<file path="config.mk">
export PLATFORM = sky130hd
export DESIGN_NAME = mips_subset_decoder_flat
export DESIGN_NICKNAME = d
export VERILOG_FILES = /design/src/design/msd_pkg.sv /design/src/design/msd_word_if.sv /design/src/design/msd_result_if.sv /design/src/design/msd_cfg_if.sv /design/src/design/msd_classify.sv /design/src/design/mips_subset_decoder.sv /design/src/flat_wrapper.sv
export VERILOG_INCLUDE_DIRS = /design/src /design/src/design
export SDC_FILE = /design/constraint.sdc
export NUM_CORES = 1
export LEC_CHECK = 0
export BUFFER_PORTS_ARGS = -buffer_cell sky130_fd_sc_hd__buf_2
export CORE_MARGIN = 4
export CORE_UTILIZATION = 40
export CTS_BUF_LIST = sky130_fd_sc_hd__clkbuf_8
export CTS_CLUSTER_SIZE = 14
export DETAILED_ROUTE_END_ITERATION = 10
export PLACE_DENSITY = 0.62
export SETUP_SLACK_MARGIN = 0.3
export SLEW_MARGIN = 30
export SYNTH_ARGS = -nofsm -noshare
export SYNTH_HDL_FRONTEND = slang
export SYNTH_SLANG_ARGS = --single-unit
</file>
<file path="constraint.sdc">
create_clock -name clk -period 3.8 [get_ports clk]
set_input_delay 0.38 -clock clk [delete_from_list [all_inputs] [get_ports clk]]
set_output_delay 0.38 -clock clk [all_outputs]
set_load 0.1 [all_outputs]
</file>
<file path="src/design/mips_subset_decoder_macros.svh">
// ----------------------------------------------------------------------------
// MIPS subset decoder assertion macros
// Shared concurrent assertion forms, clocked on clk and disabled during reset.
// ----------------------------------------------------------------------------
`ifndef MIPS_SUBSET_DECODER_MACROS_SVH
`define MIPS_SUBSET_DECODER_MACROS_SVH

// Same-cycle implication: whenever ANTE holds, CONS holds in that cycle.
`define MSD_ASSERT_SAME(label, ante, cons, msg) \
	label: assert property (@(posedge clk) disable iff (!arst_n) (ante) |-> (cons)) \
		else $error(msg);

// Next-cycle implication: whenever ANTE holds, CONS holds in the next cycle.
`define MSD_ASSERT_NEXT(label, ante, cons, msg) \
	label: assert property (@(posedge clk) disable iff (!arst_n) (ante) |=> (cons)) \
		else $error(msg);

`endif

</file>
<file path="src/design/msd_pkg.sv">
// ----------------------------------------------------------------------------
// MIPS subset decoder package
// Instruction kind codes, opcode and function codes, register indexes and
// reset values shared by the decoder files.
// ----------------------------------------------------------------------------
package msd_pkg;

	typedef logic [4:0]  kind_t;
	typedef logic [5:0]  opcode_t;
	typedef logic [5:0]  funct_t;
	typedef logic [31:0] word_t;

	// Configuration register indexes.
	typedef enum logic [0:0] {
		REG_START_ADDRESS  = 1'b0,
		REG_DATA_THRESHOLD = 1'b1
	} cfg_reg_t;

	localparam word_t START_ADDRESS_RESET  = 32'd596;
	localparam word_t DATA_THRESHOLD_RESET = 32'd700;
	localparam word_t ADDRESS_STEP         = 32'd4;

	// Result kinds.
	localparam kind_t KIND_UNKNOWN = 5'd0;
	localparam kind_t KIND_ADDI    = 5'd1;
	localparam kind_t KIND_ADDIU   = 5'd2;
	localparam kind_t KIND_SW      = 5'd3;
	localparam kind_t KIND_LW      = 5'd4;
	localparam kind_t KIND_J       = 5'd5;
	localparam kind_t KIND_BEQ     = 5'd6;
	localparam kind_t KIND_BNE     = 5'd7;
	localparam kind_t KIND_BGEZ    = 5'd8;
	localparam kind_t KIND_BGTZ    = 5'd9;
	localparam kind_t KIND_BLEZ    = 5'd10;
	localparam kind_t KIND_BLTZ    = 5'd11;
	localparam kind_t KIND_BREAK   = 5'd12;
	localparam kind_t KIND_SLT     = 5'd13;
	localparam kind_t KIND_SLTI    = 5'd14;
	localparam kind_t KIND_SLTU    = 5'd15;
	localparam kind_t KIND_SLL     = 5'd16;
	localparam kind_t KIND_SRL     = 5'd17;
	localparam kind_t KIND_SRA     = 5'd18;
	localparam kind_t KIND_SUB     = 5'd19;
	localparam kind_t KIND_SUBU    = 5'd20;
	localparam kind_t KIND_ADD     = 5'd21;
	localparam kind_t KIND_ADDU    = 5'd22;
	localparam kind_t KIND_AND     = 5'd23;
	localparam kind_t KIND_OR      = 5'd24;
	localparam kind_t KIND_XOR     = 5'd25;
	localparam kind_t KIND_NOR     = 5'd26;
	localparam kind_t KIND_NOP     = 5'd27;
	localparam kind_t KIND_DATA    = 5'd28;

	// Primary opcodes.
	localparam opcode_t OP_SPECIAL = 6'b000000;
	localparam opcode_t OP_REGIMM  = 6'b000001;
	localparam opcode_t OP_J       = 6'b000010;
	localparam opcode_t OP_BEQ     = 6'b000100;
	localparam opcode_t OP_BNE     = 6'b000101;
	localparam opcode_t OP_BLEZ    = 6'b000110;
	localparam opcode_t OP_BGTZ    = 6'b000111;
	localparam opcode_t OP_ADDI    = 6'b001000;
	localparam opcode_t OP_ADDIU   = 6'b001001;
	localparam opcode_t OP_SLTI    = 6'b001010;
	localparam opcode_t OP_LW      = 6'b100011;
	localparam opcode_t OP_SW      = 6'b101011;

	// REGIMM rt selectors.
	localparam logic [4:0] RT_BLTZ = 5'd0;
	localparam logic [4:0] RT_BGEZ = 5'd1;

	// SPECIAL function codes.
	localparam funct_t FN_SLL   = 6'b000000;
	localparam funct_t FN_SRL   = 6'b000010;
	localparam funct_t FN_SRA   = 6'b000011;
	localparam funct_t FN_BREAK = 6'b001101;
	localparam funct_t FN_ADD   = 6'b100000;
	localparam funct_t FN_ADDU  = 6'b100001;
	localparam funct_t FN_SUB   = 6'b100010;
	localparam funct_t FN_SUBU  = 6'b100011;
	localparam funct_t FN_AND   = 6'b100100;
	localparam funct_t FN_OR    = 6'b100101;
	localparam funct_t FN_XOR   = 6'b100110;
	localparam funct_t FN_NOR   = 6'b100111;
	localparam funct_t FN_SLT   = 6'b101010;
	localparam funct_t FN_SLTU  = 6'b101011;

endpackage

</file>
<file path="src/design/msd_word_if.sv">
// ----------------------------------------------------------------------------
// Instruction word channel
// Valid/ready channel carrying one raw 32-bit instruction word per item.
// ----------------------------------------------------------------------------
interface msd_word_if;
	logic        valid;
	logic        ready;
	logic [31:0] instruction_word;

	modport source (output valid, output instruction_word, input ready);
	modport sink   (input valid, input instruction_word, output ready);
endinterface

</file>
<file path="src/design/msd_result_if.sv">
// ----------------------------------------------------------------------------
// Decode result channel
// Valid/ready channel carrying one decoded result per item.
// ----------------------------------------------------------------------------
interface msd_result_if;
	logic               valid;
	logic               ready;
	logic        [4:0]  kind;
	logic        [31:0] word_address;
	logic        [4:0]  rs_field;
	logic        [4:0]  rt_field;
	logic        [4:0]  rd_field;
	logic        [4:0]  shift_amount;
	logic signed [15:0] immediate;
	logic signed [17:0] branch_offset;
	logic        [31:0] jump_target;
	logic signed [31:0] data_value;

	modport source (
		output valid, output kind, output word_address, output rs_field,
		output rt_field, output rd_field, output shift_amount, output immediate,
		output branch_offset, output jump_target, output data_value,
		input ready
	);
	modport sink (
		input valid, input kind, input word_address, input rs_field,
		input rt_field, input rd_field, input shift_amount, input immediate,
		input branch_offset, input jump_target, input data_value,
		output ready
	);
endinterface

</file>
<file path="src/design/msd_cfg_if.sv">
// ----------------------------------------------------------------------------
// Configuration write channel
// Valid/ready channel carrying a register index and its write data.
// ----------------------------------------------------------------------------
interface msd_cfg_if;
	logic        valid;
	logic        ready;
	logic [0:0]  index;
	logic [31:0] data;

	modport source (output valid, output index, output data, input ready);
	modport sink   (input valid, input index, input data, output ready);
endinterface

</file>
<file path="src/design/msd_classify.sv">
// ----------------------------------------------------------------------------
// MIPS subset instruction classifier
// Combinational mapping of one instruction word to its instruction kind.
// ----------------------------------------------------------------------------
module msd_classify (
	input  msd_pkg::word_t word,
	output msd_pkg::kind_t kind
);

	msd_pkg::opcode_t opcode;
	msd_pkg::funct_t  funct;
	logic [4:0]       rt;
	logic [4:0]       rd;
	logic [4:0]       sa;
	msd_pkg::kind_t   special_kind;
	msd_pkg::kind_t   rd_kind;

	assign opcode = word[31:26];
	assign rt     = word[20:16];
	assign rd     = word[15:11];
	assign sa     = word[10:6];
	assign funct  = word[5:0];

	// Register-format operations that need a nonzero destination.
	always_comb begin
		case (funct)
			msd_pkg::FN_SRL:  rd_kind = msd_pkg::KIND_SRL;
			msd_pkg::FN_SRA:  rd_kind = msd_pkg::KIND_SRA;
			msd_pkg::FN_SUB:  rd_kind = msd_pkg::KIND_SUB;
			msd_pkg::FN_SUBU: rd_kind = msd_pkg::KIND_SUBU;
			msd_pkg::FN_ADD:  rd_kind = msd_pkg::KIND_ADD;
			msd_pkg::FN_ADDU: rd_kind = msd_pkg::KIND_ADDU;
			msd_pkg::FN_AND:  rd_kind = msd_pkg::KIND_AND;
			msd_pkg::FN_OR:   rd_kind = msd_pkg::KIND_OR;
			msd_pkg::FN_XOR:  rd_kind = msd_pkg::KIND_XOR;
			msd_pkg::FN_NOR:  rd_kind = msd_pkg::KIND_NOR;
			default:          rd_kind = msd_pkg::KIND_UNKNOWN;
		endcase
	end

	always_comb begin
		case (funct)
			msd_pkg::FN_BREAK: special_kind = msd_pkg::KIND_BREAK;
			msd_pkg::FN_SLT:   special_kind = msd_pkg::KIND_SLT;
			msd_pkg::FN_SLTU:  special_kind = msd_pkg::KIND_SLTU;
			msd_pkg::FN_SLL: begin
				// An all-zero shift of register zero is the canonical no-op.
				if (rt != 5'd0 || rd != 5'd0 || sa != 5'd0) begin
					special_kind = msd_pkg::KIND_SLL;
				end else begin
					special_kind = msd_pkg::KIND_NOP;
				end
			end
			default: begin
				if (rd == 5'd0) begin
					special_kind = msd_pkg::KIND_UNKNOWN;
				end else begin
					special_kind = rd_kind;
				end
			end
		endcase
	end

	always_comb begin
		case (opcode)
			msd_pkg::OP_ADDI:    kind = msd_pkg::KIND_ADDI;
			msd_pkg::OP_ADDIU:   kind = msd_pkg::KIND_ADDIU;
			msd_pkg::OP_SW:      kind = msd_pkg::KIND_SW;
			msd_pkg::OP_LW:      kind = msd_pkg::KIND_LW;
			msd_pkg::OP_J:       kind = msd_pkg::KIND_J;
			msd_pkg::OP_BEQ:     kind = msd_pkg::KIND_BEQ;
			msd_pkg::OP_BNE:     kind = msd_pkg::KIND_BNE;
			msd_pkg::OP_BGTZ:    kind = msd_pkg::KIND_BGTZ;
			msd_pkg::OP_BLEZ:    kind = msd_pkg::KIND_BLEZ;
			msd_pkg::OP_SLTI:    kind = msd_pkg::KIND_SLTI;
			msd_pkg::OP_SPECIAL: kind = special_kind;
			msd_pkg::OP_REGIMM: begin
				case (rt)
					msd_pkg::RT_BGEZ: kind = msd_pkg::KIND_BGEZ;
					msd_pkg::RT_BLTZ: kind = msd_pkg::KIND_BLTZ;
					default:          kind = msd_pkg::KIND_UNKNOWN;
				endcase
			end
			default: kind = msd_pkg::KIND_UNKNOWN;
		endcase
	end

endmodule

</file>
<file path="src/design/mips_subset_decoder.sv">
// ----------------------------------------------------------------------------
// MIPS subset decoder
// Decodes a stream of instruction words with running addresses; after BREAK
// the stream is treated as data words.
// ----------------------------------------------------------------------------
// Usage:
// Words arrive on the insn channel, one item per valid/ready handshake, and
// each produces exactly one item on the result channel, in order. The word
// is given its address when it is accepted: start_address for the first word
// after reset or after start_address is written, then plus 4 per word.
// An accepted word moves from the input register into the result register,
// which drives result valid. Throughput is one item per cycle; both registers
// advance together, so a new word is taken every cycle while the receiver
// keeps ready high. When the receiver stalls, the result register holds and
// the input register fills; insn ready drops only when both are full.
// Configuration writes on cfg are always ready and take effect in the cycle
// after the handshake; they are meant for idle periods. Reset clears both
// pipeline stages and the BREAK flag, and restores start_address to 596 and
// data_threshold to 700.
// ----------------------------------------------------------------------------
`include "mips_subset_decoder_macros.svh"

module mips_subset_decoder (
	input  logic          clk,
	input  logic          arst_n,
	msd_word_if.sink      insn,
	msd_result_if.source  result,
	msd_cfg_if.sink       cfg
);

	// Input stage: the accepted word and the address it was given.
	logic           valid_s1;
	msd_pkg::word_t word_s1;
	msd_pkg::word_t addr_s1;

	// Result stage.
	logic               valid_s2;
	msd_pkg::kind_t     kind_s2;
	msd_pkg::word_t     addr_s2;
	logic        [4:0]  rs_s2;
	logic        [4:0]  rt_s2;
	logic        [4:0]  rd_s2;
	logic        [4:0]  sa_s2;
	logic signed [15:0] imm_s2;
	logic signed [17:0] boff_s2;
	msd_pkg::word_t     jtgt_s2;
	logic signed [31:0] data_s2;

	// Architectural state and configuration.
	msd_pkg::word_t current_address_q;
	msd_pkg::word_t data_threshold_q;
	logic           break_seen_q;

	logic           insn_accept;
	logic           adv_s1;
	msd_pkg::kind_t cls_kind;
	logic           cfg_write;

	// The result register is free when empty or being drained this cycle.
	assign adv_s1      = valid_s1 && (!valid_s2 || result.ready);
	assign insn.ready  = !valid_s1 || adv_s1;
	assign insn_accept = insn.valid && insn.ready;
	assign cfg.ready   = 1'b1;
	assign cfg_write   = cfg.valid && cfg.ready;

	msd_classify u_classify (
		.word (word_s1),
		.kind (cls_kind)
	);

	// Address counter and configuration registers. Writing start_address
	// restarts numbering at the new value; the BREAK flag is left alone.
	always_ff @(posedge clk or negedge arst_n) begin
		if (!arst_n) begin
			current_address_q <= msd_pkg::START_ADDRESS_RESET;
			data_threshold_q  <= msd_pkg::DATA_THRESHOLD_RESET;
		end else begin
			if (insn_accept) begin
				current_address_q <= current_address_q + msd_pkg::ADDRESS_STEP;
			end
			if (cfg_write) begin
				case (msd_pkg::cfg_reg_t'(cfg.index))
					msd_pkg::REG_START_ADDRESS:  current_address_q <= cfg.data;
					msd_pkg::REG_DATA_THRESHOLD: data_threshold_q  <= cfg.data;
					default: ;
				endcase
			end
		end
	end

	// Input stage control.
	always_ff @(posedge clk or negedge arst_n) begin
		if (!arst_n) begin
			valid_s1 <= 1'b0;
		end else if (insn_accept) begin
			valid_s1 <= 1'b1;
		end else if (adv_s1) begin
			valid_s1 <= 1'b0;
		end
	end

	always_ff @(posedge clk) begin
		if (insn_accept) begin
			word_s1 <= insn.instruction_word;
			addr_s1 <= current_address_q;
		end
	end

	// The BREAK flag is kept at the decode point: words are decoded strictly
	// in order as they leave the input stage, so the word right after a
	// BREAK already sees the flag set.
	always_ff @(posedge clk or negedge arst_n) begin
		if (!arst_n) begin
			break_seen_q <= 1'b0;
		end else if (adv_s1 && !break_seen_q && cls_kind == msd_pkg::KIND_BREAK) begin
			break_seen_q <= 1'b1;
		end
	end

	// Result stage control.
	always_ff @(posedge clk or negedge arst_n) begin
		if (!arst_n) begin
			valid_s2 <= 1'b0;
		end else if (adv_s1) begin
			valid_s2 <= 1'b1;
		end else if (result.ready) begin
			valid_s2 <= 1'b0;
		end
	end

	// Result payload. Data words report only their value, and only when the
	// address is strictly above the threshold; instruction words report the
	// raw field decode whatever their kind.
	always_ff @(posedge clk) begin
		if (adv_s1) begin
			addr_s2 <= addr_s1;
			if (break_seen_q) begin
				kind_s2 <= msd_pkg::KIND_DATA;
				rs_s2   <= '0;
				rt_s2   <= '0;
				rd_s2   <= '0;
				sa_s2   <= '0;
				imm_s2  <= '0;
				boff_s2 <= '0;
				jtgt_s2 <= '0;
				data_s2 <= (addr_s1 > data_threshold_q) ? signed'(word_s1) : '0;
			end else begin
				kind_s2 <= cls_kind;
				rs_s2   <= word_s1[25:21];
				rt_s2   <= word_s1[20:16];
				rd_s2   <= word_s1[15:11];
				sa_s2   <= word_s1[10:6];
				imm_s2  <= signed'(word_s1[15:0]);
				boff_s2 <= signed'({word_s1[15:0], 2'b00});
				jtgt_s2 <= {addr_s1[31:28], word_s1[25:0], 2'b00};
				data_s2 <= '0;
			end
		end
	end

	assign result.valid         = valid_s2;
	assign result.kind          = kind_s2;
	assign result.word_address  = addr_s2;
	assign result.rs_field      = rs_s2;
	assign result.rt_field      = rt_s2;
	assign result.rd_field      = rd_s2;
	assign result.shift_amount  = sa_s2;
	assign result.immediate     = imm_s2;
	assign result.branch_offset = boff_s2;
	assign result.jump_target   = jtgt_s2;
	assign result.data_value    = data_s2;

	// A data result can only exist once the BREAK flag is up.
	`MSD_ASSERT_SAME(a_data_after_break, valid_s2 && kind_s2 == msd_pkg::KIND_DATA, break_seen_q, "data result without BREAK")
	// Decoding a BREAK word sets the flag for the following word.
	`MSD_ASSERT_NEXT(a_break_sets_flag, adv_s1 && !break_seen_q && cls_kind == msd_pkg::KIND_BREAK, break_seen_q, "BREAK did not set flag")
	// The flag never clears outside reset.
	`MSD_ASSERT_SAME(a_break_sticky, 1'b1, !$fell(break_seen_q), "BREAK flag cleared")
	// Each accepted word advances the address by one word.
	`MSD_ASSERT_NEXT(a_addr_step, insn_accept && !cfg_write, current_address_q == $past(current_address_q) + msd_pkg::ADDRESS_STEP, "address did not step")

endmodule

</file>
<file path="src/flat_wrapper.sv">
// flat-port wrapper written by rule: the top's interface ports become plain ports
module mips_subset_decoder_flat 
  (clk, arst_n, insn_valid, insn_instruction_word, insn_ready, result_valid, result_kind, result_word_address, result_rs_field, result_rt_field, result_rd_field, result_shift_amount, result_immediate, result_branch_offset, result_jump_target, result_data_value, result_ready, cfg_valid, cfg_index, cfg_data, cfg_ready);
  msd_word_if insn_i ();
  msd_result_if result_i ();
  msd_cfg_if cfg_i ();
  input  logic clk;
  input  logic arst_n;
  input wire logic [$bits(insn_i.valid)-1:0] insn_valid;
  input wire logic [$bits(insn_i.instruction_word)-1:0] insn_instruction_word;
  output wire logic [$bits(insn_i.ready)-1:0] insn_ready;
  output wire logic [$bits(result_i.valid)-1:0] result_valid;
  output wire logic [$bits(result_i.kind)-1:0] result_kind;
  output wire logic [$bits(result_i.word_address)-1:0] result_word_address;
  output wire logic [$bits(result_i.rs_field)-1:0] result_rs_field;
  output wire logic [$bits(result_i.rt_field)-1:0] result_rt_field;
  output wire logic [$bits(result_i.rd_field)-1:0] result_rd_field;
  output wire logic [$bits(result_i.shift_amount)-1:0] result_shift_amount;
  output wire logic [$bits(result_i.immediate)-1:0] result_immediate;
  output wire logic [$bits(result_i.branch_offset)-1:0] result_branch_offset;
  output wire logic [$bits(result_i.jump_target)-1:0] result_jump_target;
  output wire logic [$bits(result_i.data_value)-1:0] result_data_value;
  input wire logic [$bits(result_i.ready)-1:0] result_ready;
  input wire logic [$bits(cfg_i.valid)-1:0] cfg_valid;
  input wire logic [$bits(cfg_i.index)-1:0] cfg_index;
  input wire logic [$bits(cfg_i.data)-1:0] cfg_data;
  output wire logic [$bits(cfg_i.ready)-1:0] cfg_ready;
  assign insn_i.valid = insn_valid;
  assign insn_i.instruction_word = insn_instruction_word;
  assign insn_ready = insn_i.ready;
  assign result_valid = result_i.valid;
  assign result_kind = result_i.kind;
  assign result_word_address = result_i.word_address;
  assign result_rs_field = result_i.rs_field;
  assign result_rt_field = result_i.rt_field;
  assign result_rd_field = result_i.rd_field;
  assign result_shift_amount = result_i.shift_amount;
  assign result_immediate = result_i.immediate;
  assign result_branch_offset = result_i.branch_offset;
  assign result_jump_target = result_i.jump_target;
  assign result_data_value = result_i.data_value;
  assign result_i.ready = result_ready;
  assign cfg_i.valid = cfg_valid;
  assign cfg_i.index = cfg_index;
  assign cfg_i.data = cfg_data;
  assign cfg_ready = cfg_i.ready;
  mips_subset_decoder u_core (.clk(clk), .arst_n(arst_n), .insn(insn_i), .result(result_i), .cfg(cfg_i));
endmodule
</file>
==> results of run 1 <==
[cell usage after synthesis (17+ instances only)]
cell type | count | area, µm²
a21boi_1 | 28 | 210
a21oi_1 | 17 | 85.1
buf_4 | 57 | 428
clkbuf_1 | 18 | 67.6
dfrtp_1 | 57 | 1430
edfxtp_1 | 163 | 4890
ha_1 | 33 | 413
inv_1 | 39 | 146
mux2_2 | 34 | 383
nand2_1 | 50 | 188
nand3_1 | 18 | 90.1
nor2_1 | 19 | 71.3
nor2b_1 | 33 | 206
o21ai_0 | 30 | 150
xor2_1 | 20 | 175
[routing by layer]
layer  up-vias  share of wire, %
met4         4               1.9
li1       3065                 -
met3        39               6.9
met1      3034                42
met2       227                49
met5         -              0.12
[how the worst max path moves through the flow]
stage / endpoint / slack, ps / cells past startpoint
after floorplan: u_core.current_address_q[4] / 310 / 6
after global placement: u_core.result.data_value[2] / 1020 / 7
after detailed placement: u_core.result.data_value[21] / 970 / 7
after CTS: u_core.result.data_value[4] / 960 / 7
after global routing: u_core.result.data_value[15] / 760 / 8
final: u_core.result.data_value[4] / 1040 / 8
[power groups by stage]
stage / combinational (mW) / sequential [mW] / clock [mW]
finish: 1.64 / 3.19 / 2.09
global route: 1.74 / 3.23 / 2.31
CTS: 1.65 / 3.19 / 2.18
detailed placement: 1.64 / 3.24 / 0
global placement: 1.63 / 3.23 / 0
floorplan: 0.799 / 3.81 / 0
[registers in the layout, indices dropped and copies added, names as in the netlist, 5 cells and up]
signal and flops:
u_core.word_s1 32, u_core.addr_s1 32, u_core.result.data_value 32, u_core.result.kind 5, u_core.result.jump_target 30, u_core.data_threshold_q 32, u_core.result.word_address 32, u_core.current_address_q 32
[repair_timing]
item,in CTS,in global routing
setup endpoints to repair,0,0
hold buffers,11,6
hold endpoints to repair,28,6
[cell families (layout without fill, tap and decap cells)]
group                    count (synthesis)  in the layout  synth area share, %
AO/OA/AOI/OAI                          118            118                 7.60
XOR/XNOR                                32             32                 2.77
adder cells (fa/ha/maj)                 33             33                 4.09
buffers and inverters                  124            363                 6.99
flip-flops                             230            230                 65.2
multiplexers                            36             36                 3.99
other                                    2              6               0.0743
AND/OR/NAND/NOR                        174            174                 9.31
[per-stage QoR]
| stage | instances | hold slack (ps) | area (µm²) | utilization (%) |
|---|---|---|---|---|
| finish | 1316 | 39.0 | 12200 | 49.4 |
| global route | 1316 | 1.04 | 12200 | 49.4 |
| CTS | 1307 | 0.127 | 12000 | 49.0 |
| detailed placement | 1223 | 372 | 11200 | 45.5 |
| global placement | 1223 | 368 | 11200 | 45.5 |
| floorplan | 752 | 84.4 | 10100 | - |
[layout make-up]
class / count / area share, %
Antenna cell: 1 / 0.0206
Clock buffer: 43 / 4.87
Clock inverter: 30 / 1.28
Inverter: 40 / 1.27
Multi-Input combinational cell: 398 / 23.5
Sequential cell: 230 / 54.1
Tap cell: 324 / 3.33
Timing Repair Buffer: 250 / 11.6
[worst max-delay path, stage by stage (launching register included)]
cell and delay [ps]:
edfxtp_1 400, ha_1 310, nand3_1 120, nor4_1 520, nand4_1 180, o311a_1 400
o21ai_4 70, buf_4 350, a21boi_1 120
==> results.md, run 1 <==
* TritonCTS clock tree: done
* RR Startpoint: u_core.addr_s1[29]
* Fmax at about 360 MHz
* Setup Viol. Count Final at 0
* Die Y at approximately 170 µm
* Fill count at ~2,200
* First-pass GRT wire length at roughly 35 mm
* Worst skew pair latency at approximately 530 ps
* Clk pwr share at a little under a third
* Post-Route Setup TNS at 0 ps
* Final period util at between 70 and 80%
* Final ANT Viol Nets at 0
* Starting Density at a little over 40%
* Ys Warns at 0
* Routed wire length at about 22 mm
* IO Port Bufs at around 220
* CP Capture Type: flip-flop
* PwrDens at about 570 nW/µm²
* Post-layout nets at about 1,100
* Reg2reg path depth at 8
* CTS sink cnt at 230
* RSZ-0062 raised after global routing: false
* Arrival time at the worst endpoint at approximately 3000 ps
* Clk root buf: clkbuf_8
* Initial antenna violation count at 3
* Remaining global-route overflow at 0
* Status: complete, no violations
* Crit path time final at around 2800 ps
* Max Cap Viol at 0
* Crit path max fanout at 32
* Die Area at 27,900 µm²
* Leakage at 5.15 nW
* Pint at roughly 4.5 mW
* Largest net degree at the start of global routing at 64
* DR WL/cell at ~17 µm
* Relative slew margins at a little over two fifths
* Gr busiest metal: met2
* GR met2 Demand/Resource at 26.8%
* Hold Fails Final Rpt at 0
* HP Class: primary input to flip-flop
* Sw Pwr at approximately 2.5 mW
* Fraction of layout cells with a size suffix above 1 at approximately a third
* Met3 usage at approximately 4.0%
* Vias at around 6,400
* Post-DP HPWL at ~16 mm
* Synth Flop Type: edfxtp_1
* IO Count at roughly 230
* Most frequent cells in the layout: buf_2, edfxtp_1, dfrtp_1, inv_1, nand2_1
* Gates resized, CTS repair at 0
* Max H-tree Level at 2
* Core Rows at 57
* Worst Tran Pin Value at ~840 ps
* Initial DRC count at between 300 and 400
* Slew Limit Fails at 0
* Gate power share at about a quarter
* Synthesized area at 10,100 µm²
* Peak VDD IR at 0.000298 V
* Clk buf depth at 3
* Post-synthesis register bit count at 230
* Critical path type: flip-flop to flip-flop
* Area Growth Syn to Fin at 20.4%
* Core area at 24,600 µm²
* Avg Cell Area, Syn at 13.5 µm²
* Drt first pass iters at 4
* Reg area at 6590 µm²
* Num CTS Buffers at 40
* Total GRT Usage at 15.7%
* Worst Hold End: u_core.word_s1[1]
* Number of distinct library cells after synthesis at between 60 and 70
* Worst Clk Skew at around 13 ps
* Final worst slack at ~1000 ps
* CP required at just over 4000 ps
* Startpoint types: flip-flop
* Register area share after synthesis at 65.2%
* Mapped Cells at 749
* Worst hold path startpoint: insn_instruction_word[1]
* R2R setup slack at between 1000 and 1500 ps
* R2R Path End: u_core.result.data_value[4]
* FFs w/ async S/R, synth at about 29%
* Multi-input logic area at around 2900 µm²
* GR Layer Usage met1 at 20.0%
* Worst-path clk slew at ~60 ps
* Pwr Total at about 6.9 mW
* Hold depth at 1
* Sequential Power Share at a little under half
* Die Width at roughly 170 µm
* # DRC at 0
* Crit path launch: u_core.addr_s1[29]
* Global placer's final weighted congestion at around 0.76
* Vias in the first global route at between 6,000 and 7,000
* Via-to-Cell Ratio at 4.84
* Post-synth EDFFs at 163
* Sw frac at between 30% and 40%
* Post-CTS Setup Inserts at 0
* Most common cell after layout, fill and taps aside: buf_2
* Pre-CTS WS at 971 ps
Power figures use the tool's default switching activity.
==> run 2, diff against run 1 <==
==> constraint.sdc (replaced) <==
create_clock -name clk -period 2.84 [get_ports clk]
set_input_delay 0.284 -clock clk [delete_from_list [all_inputs] [get_ports clk]]
set_output_delay 0.284 -clock clk [all_outputs]
set_load 0.1 [all_outputs]
==> results.md, run 2 (synthesis results as in run 1) <==
* Status: complete, no violations
* Stages on the worst setup path at 7
* Peak VDD IR at between 0.0004 and 0.0005 V
* Via-to-Cell Ratio at between 4 and 5
* Final period util at between 90 and 100%
* First-pass GRT wire length at 37.3 mm
* Max H-tree Level at 2
* WP buf/inv at 1
* CP max stage delay at around 530 ps
* Startpoint types: flip-flop
* Post-DP HPWL at between 15 and 20 mm
* Post-layout nets at approximately 1,100
* Max Cap Viol at 0
* Most common cell after layout, fill and taps aside: buf_2
* Final cell count without fillers at around 1,400
* Core area at 24,600 µm²
* Worst-path clk slew at ~60 ps
* Pwr Total at 9.48 mW
* Die Area at around 28,000 µm²
* Initial antenna violation count at 0
* # placed instances at between 1,000 and 1,500
* Fmax at between 300 and 400 MHz
* Die Width at around 170 µm
* Arrival time at the worst endpoint at 2870 ps
* Worst-path cell chain: inv_2 > ha_4 > nand4_1 > or4_4 > o311a_2 > o21ai_4 > a21boi_1
* IO Count at between 200 and 250
* Met2 wire length at ~12 mm
* Initial DRC count at 294
* CP Capture Type: flip-flop
* Routed wire length at roughly 24 mm
* Vias at roughly 6,700
* Util after Layout at a little over half
* R2R setup slack at 230 ps
* Crit path max fanout at 8
* Critical path type: flip-flop to flip-flop
* Met3 wire len at ~1.5 mm
* Starting Density at roughly two fifths
* Crit path launch: u_core.data_threshold_q[9]
* Uppermost layer routed: met4
* RSZ-0062 raised after global routing: true
* Hold Fails Final Rpt at 0
* Worst Tran Pin Value at about 870 ps
* CP delay by family, top: compound AO/OA/AOI/OAI gates
* ANT cells at 0
* RR Startpoint: u_core.data_threshold_q[9]
* Clk root buf: clkbuf_8
* Design area at between 10,000 and 15,000 µm²
* Worst skew pair latency at 530 ps
* Critical-path top delay cell: dfstp_2
* DR WL/cell at ~17 µm
* CP required at around 3100 ps
* PwrDens at roughly 730 nW/µm²
* Crit path time final at 2610 ps
* Remaining global-route overflow at 0
* Area Growth Syn to Fin at 28.9%
* HP Class: primary input to flip-flop
* Relative slew margins at roughly 42%
* Slew Limit Fails at 0
* Final ANT Viol Nets at 0
* Largest net degree at the start of global routing at 38
* DP Area at approximately 11,000 µm²
* Vias in the first global route at around 6,700
* Leakage at 5.49 nW
* Die Y at 167 µm
* Worst hold margin at 57.0 ps
* Fraction of layout cells with a size suffix above 1 at around 36%
* Worst Clk Skew at 15.8 ps
* Routed length on met1 at 10.1 mm
* Global placer's final weighted congestion at 0.764
* Most frequent cells in the layout: buf_2, edfxtp_1, dlygate4sd3_1, dfrtp_1, nand2_1
* TritonCTS clock tree: done
* Num CTS Buffers at 40
* Crit path capture: u_core.result.data_value[8]
* Total GRT Usage at between 10% and 20%
* IO Port Bufs at roughly 220
* CTS sink cnt at between 200 and 250
* Reg2reg path depth at 7
* Drt first pass iters at 4
* # DRC at 0
* Core Rows at 57
* Clk buf depth at 3
* R2R Path End: u_core.result.data_value[8]
* Setup Viol. Count Final at 0
[run 2: cell type report]
type	count	area, µm²
Multi-Input combinational cell	400	2990
Clock buffer	43	592
Inverter	40	154
Tap cell	324	405
Clock inverter	28	171
Timing Repair Buffer	313	2120
Fill cell	2115	11600
Sequential cell	230	6590
[run 2: worst register-to-register path: stages (launching register included)]
cell	delay [ps]
dfstp_2	530
inv_2	40
ha_4	260
nand4_1	110
or4_4	520
o311a_2	530
o21ai_4	230
a21boi_1	130
[run 2: layer usage]
metal,GRT usage [%],up-vias
li1,-,3194
met1,21.5,3203
met2,28.9,249
met3,3.46,47
met4,5.19,0
met5,0,-
[run 2: timing repair]
| action | CTS | global route |
|---|---|---|
| hold buffers | 65 | 0 |
| endpoints found under the setup margin | 32 | 32 |
| endpoints found under the hold margin | 114 | 0 |
| setup buffers | 9 | 0 |
| resized for setup | 15 | 12 |
| gates cloned | 5 | 0 |
| pin swaps | 6 | 0 |
[run 2: through the flow]
| stage | setup WS, ps | setup TNS [ps] |
|---|---|---|
| 2_1_floorplan | -476 | -28900 |
| 3_3_place_gp | 42.6 | 0 |
| 3_5_place_dp | -39.7 | -642 |
| 4_1_cts | 281 | 0 |
| 5_1_grt | 152 | 0 |
| 6_report | 235 | 0 |
[run 2: how the worst min path moves through the flow]
stage	from	to	slack [ps]	cells past startpoint
finish	cfg_data[0]	u_core.current_address_q[0]	60	2
global route	cfg_data[0]	u_core.current_address_q[0]	30	2
CTS	cfg_data[0]	u_core.current_address_q[0]	9	2
detailed placement	arst_n	u_core.current_address_q[18]	430	1
global placement	arst_n	u_core.current_address_q[18]	430	1
floorplan	arst_n	u_core.break_seen_q	-10	0
[run 2: report_power, final]
part	switching (mW)	leakage, nW	internal (mW)	total, mW
clock network	1.31	0.417	1.58	2.89
registers	0.232	2.38	4.04	4.27
logic	1.78	2.69	0.543	2.33
==> run 3, diff against run 2 <==
--- a/config.mk
+++ b/config.mk
@@ -9,7 +9,6 @@
 export BUFFER_PORTS_ARGS = -buffer_cell sky130_fd_sc_hd__buf_2
 export CORE_MARGIN = 4
 export CORE_UTILIZATION = 40
-export CTS_BUF_LIST = sky130_fd_sc_hd__clkbuf_8
 export CTS_CLUSTER_SIZE = 14
 export DETAILED_ROUTE_END_ITERATION = 10
 export PLACE_DENSITY = 0.62
==> results.md, run 3 (synthesis results as in run 1) <==
* Initial DRC count at between 300 and 400
* Fmax at 390 MHz
* Fraction of layout cells with a size suffix above 1 at a little over a third
* Starting Density at around two fifths
* CP max stage delay at approximately 530 ps
* Pwr Total at ~10 mW
* ANT cells at 0
* Final period util at about 90%
* Worst skew pair latency at around 510 ps
* Worst-path clk slew at approximately 60 ps
* PwrDens at approximately 750 nW/µm²
* CP required at 3080 ps
* Post-Route Setup TNS at 0 ps
* Vias at roughly 6,600
* Vias in the first global route at roughly 6,500
* TritonCTS clock tree: done
* First-pass GRT wire length at 37.1 mm
* Via-to-Cell Ratio at a little under 5
* Most common cell after layout, fill and taps aside: buf_2
* Clk buf depth at 3
* Pre-CTS WS at -39.7 ps
* Final cell count without fillers at between 1,000 and 1,500
* Setup Viol. Count Final at 0
* DR WL/cell at ~18 µm
* Worst-path cell chain: inv_2 > ha_4 > nand4_1 > or4_4 > or3_4 > o211ai_4 > buf_12 > buf_16 > a21boi_1
* Drt first pass iters at 5
* # placed instances at approximately 1,200
* Final worst slack at ~280 ps
* Critical-path top delay cell: dfstp_2
* Met3 wire len at 1.63 mm
* # DRC at 0
* Initial antenna violation count at 0
* Max Cap Viol at 0
* Hold Fails Final Rpt at 0
* IO Port Bufs at roughly 220
* Routed length on met1 at between 10 and 15 mm
* Core area at about 25,000 µm²
* Fill count at 2,092
* Largest net degree at the start of global routing at 38
* Leakage at 5.42 nW
* Status: complete, no violations
* Die Width at 167 µm
* Worst Clk Skew at roughly 10 ps
* IO Count at approximately 230
* Total GRT Usage at 16.6%
* Num CTS Buffers at 25
* Final ANT Viol Nets at 0
* Global placer's final weighted congestion at roughly 0.76
* Crit path time final at about 2600 ps
* Worst Tran Pin Value at 909 ps
* Crit path max fanout at 8
* Die Y at 167 µm
* Relative slew margins at 39.4%
* Routed wire length at roughly 24 mm
* Remaining global-route overflow at 0
* Die Area at 27,900 µm²
* Slew Limit Fails at 0
* Area Growth Syn to Fin at 28.4%
* CP Capture Type: flip-flop
* Max H-tree Level at 1
* Core Rows at 57
* Clk root buf: clkbuf_16
* CTS sink cnt at between 200 and 250
* Met2 wire length at approximately 12 mm
* Critical path type: flip-flop to flip-flop
* Post-DP HPWL at approximately 16 mm
* Startpoint types: flip-flop
* Arrival time at the worst endpoint at 2800 ps
* HP Class: primary input to flip-flop
* Post-layout nets at around 1,100
* RSZ-0062 raised after global routing: true
* Worst hold margin at 26.6 ps
* Peak VDD IR at ~0.00064 V
* Uppermost layer routed: met4
* Most frequent cells in the layout: buf_2, edfxtp_1, dlygate4sd3_1, dfrtp_1, nand2_1
## run 3: changes by cell type in the layout (fill, tap and decap cells not counted), sizes merged
cell	delta
bufinv	-1
clkinvlp	+1
o21ai	+1
clkinv	-13
inv	-8
dlygate4sd3	-9
buf	-3
clkbuf	-5
## run 3: final timing paths
path	from	endpoint	slack, ps	depth (start not counted)
hold reg to reg	u_core.addr_s1[10]	u_core.result.word_address[10]	440	0
min in group asynchronous	arst_n	u_core.current_address_q[16]	400	2
hold / removal	cfg_data[26]	u_core.current_address_q[26]	30	3
setup / recovery	u_core.data_threshold_q[9]	u_core.result.data_value[1]	280	9
max in group asynchronous	arst_n	u_core.data_threshold_q[9]	1700	3
setup reg to reg	u_core.data_threshold_q[9]	u_core.result.data_value[1]	280	9
## run 3: routing by layer
layer | up-vias | GRT usage [%]
li1 | 3141 | -
met1 | 3144 | 22.0
met2 | 234 | 28.8
met5 | - | 0
met4 | 0 | 3.42
met3 | 31 | 3.03
## run 3: per-stage QoR
stage	area (µm²)	util, %
floorplan	10100	-
global placement	11300	45.9
detailed placement	11300	45.9
CTS	12900	52.6
global route	13000	52.7
finish	13000	52.7
## run 3: final cells by class
type | count | area, µm² | area share, %
clock inverter | 7 | 67.6 | 0.521
timing repair buffer | 301 | 2000 | 15.4
multi-input combinational | 401 | 3010 | 23.2
inverter | 40 | 154 | 1.19
clock buffer | 38 | 746 | 5.75
sequential | 230 | 6590 | 50.8
tap | 324 | 405 | 3.13
## run 3: worst max-delay path: cells and delay by family, from the launching register on
family	cells	cell delay [ps]
simple gates	3	980
compound gates	2	190
fa+ha+maj	1	250
buf+inv	3	330
flops	1	530
## run 3: power by group
group	internal (mW)	leakage (nW)	switching (mW)
registers	4.03	2.38	0.233
logic	0.538	2.65	1.79
clock network	1.90	0.391	1.27
total	6.47	5.42	3.29
## run 3: what timing repair did
item,in CTS,in global routing
endpoints found under the setup margin,32,32
pin swaps,7,1
resized for setup,21,6
hold buffers,56,0
hold endpoints to repair,85,0
setup buffers,6,0
cloned,6,0
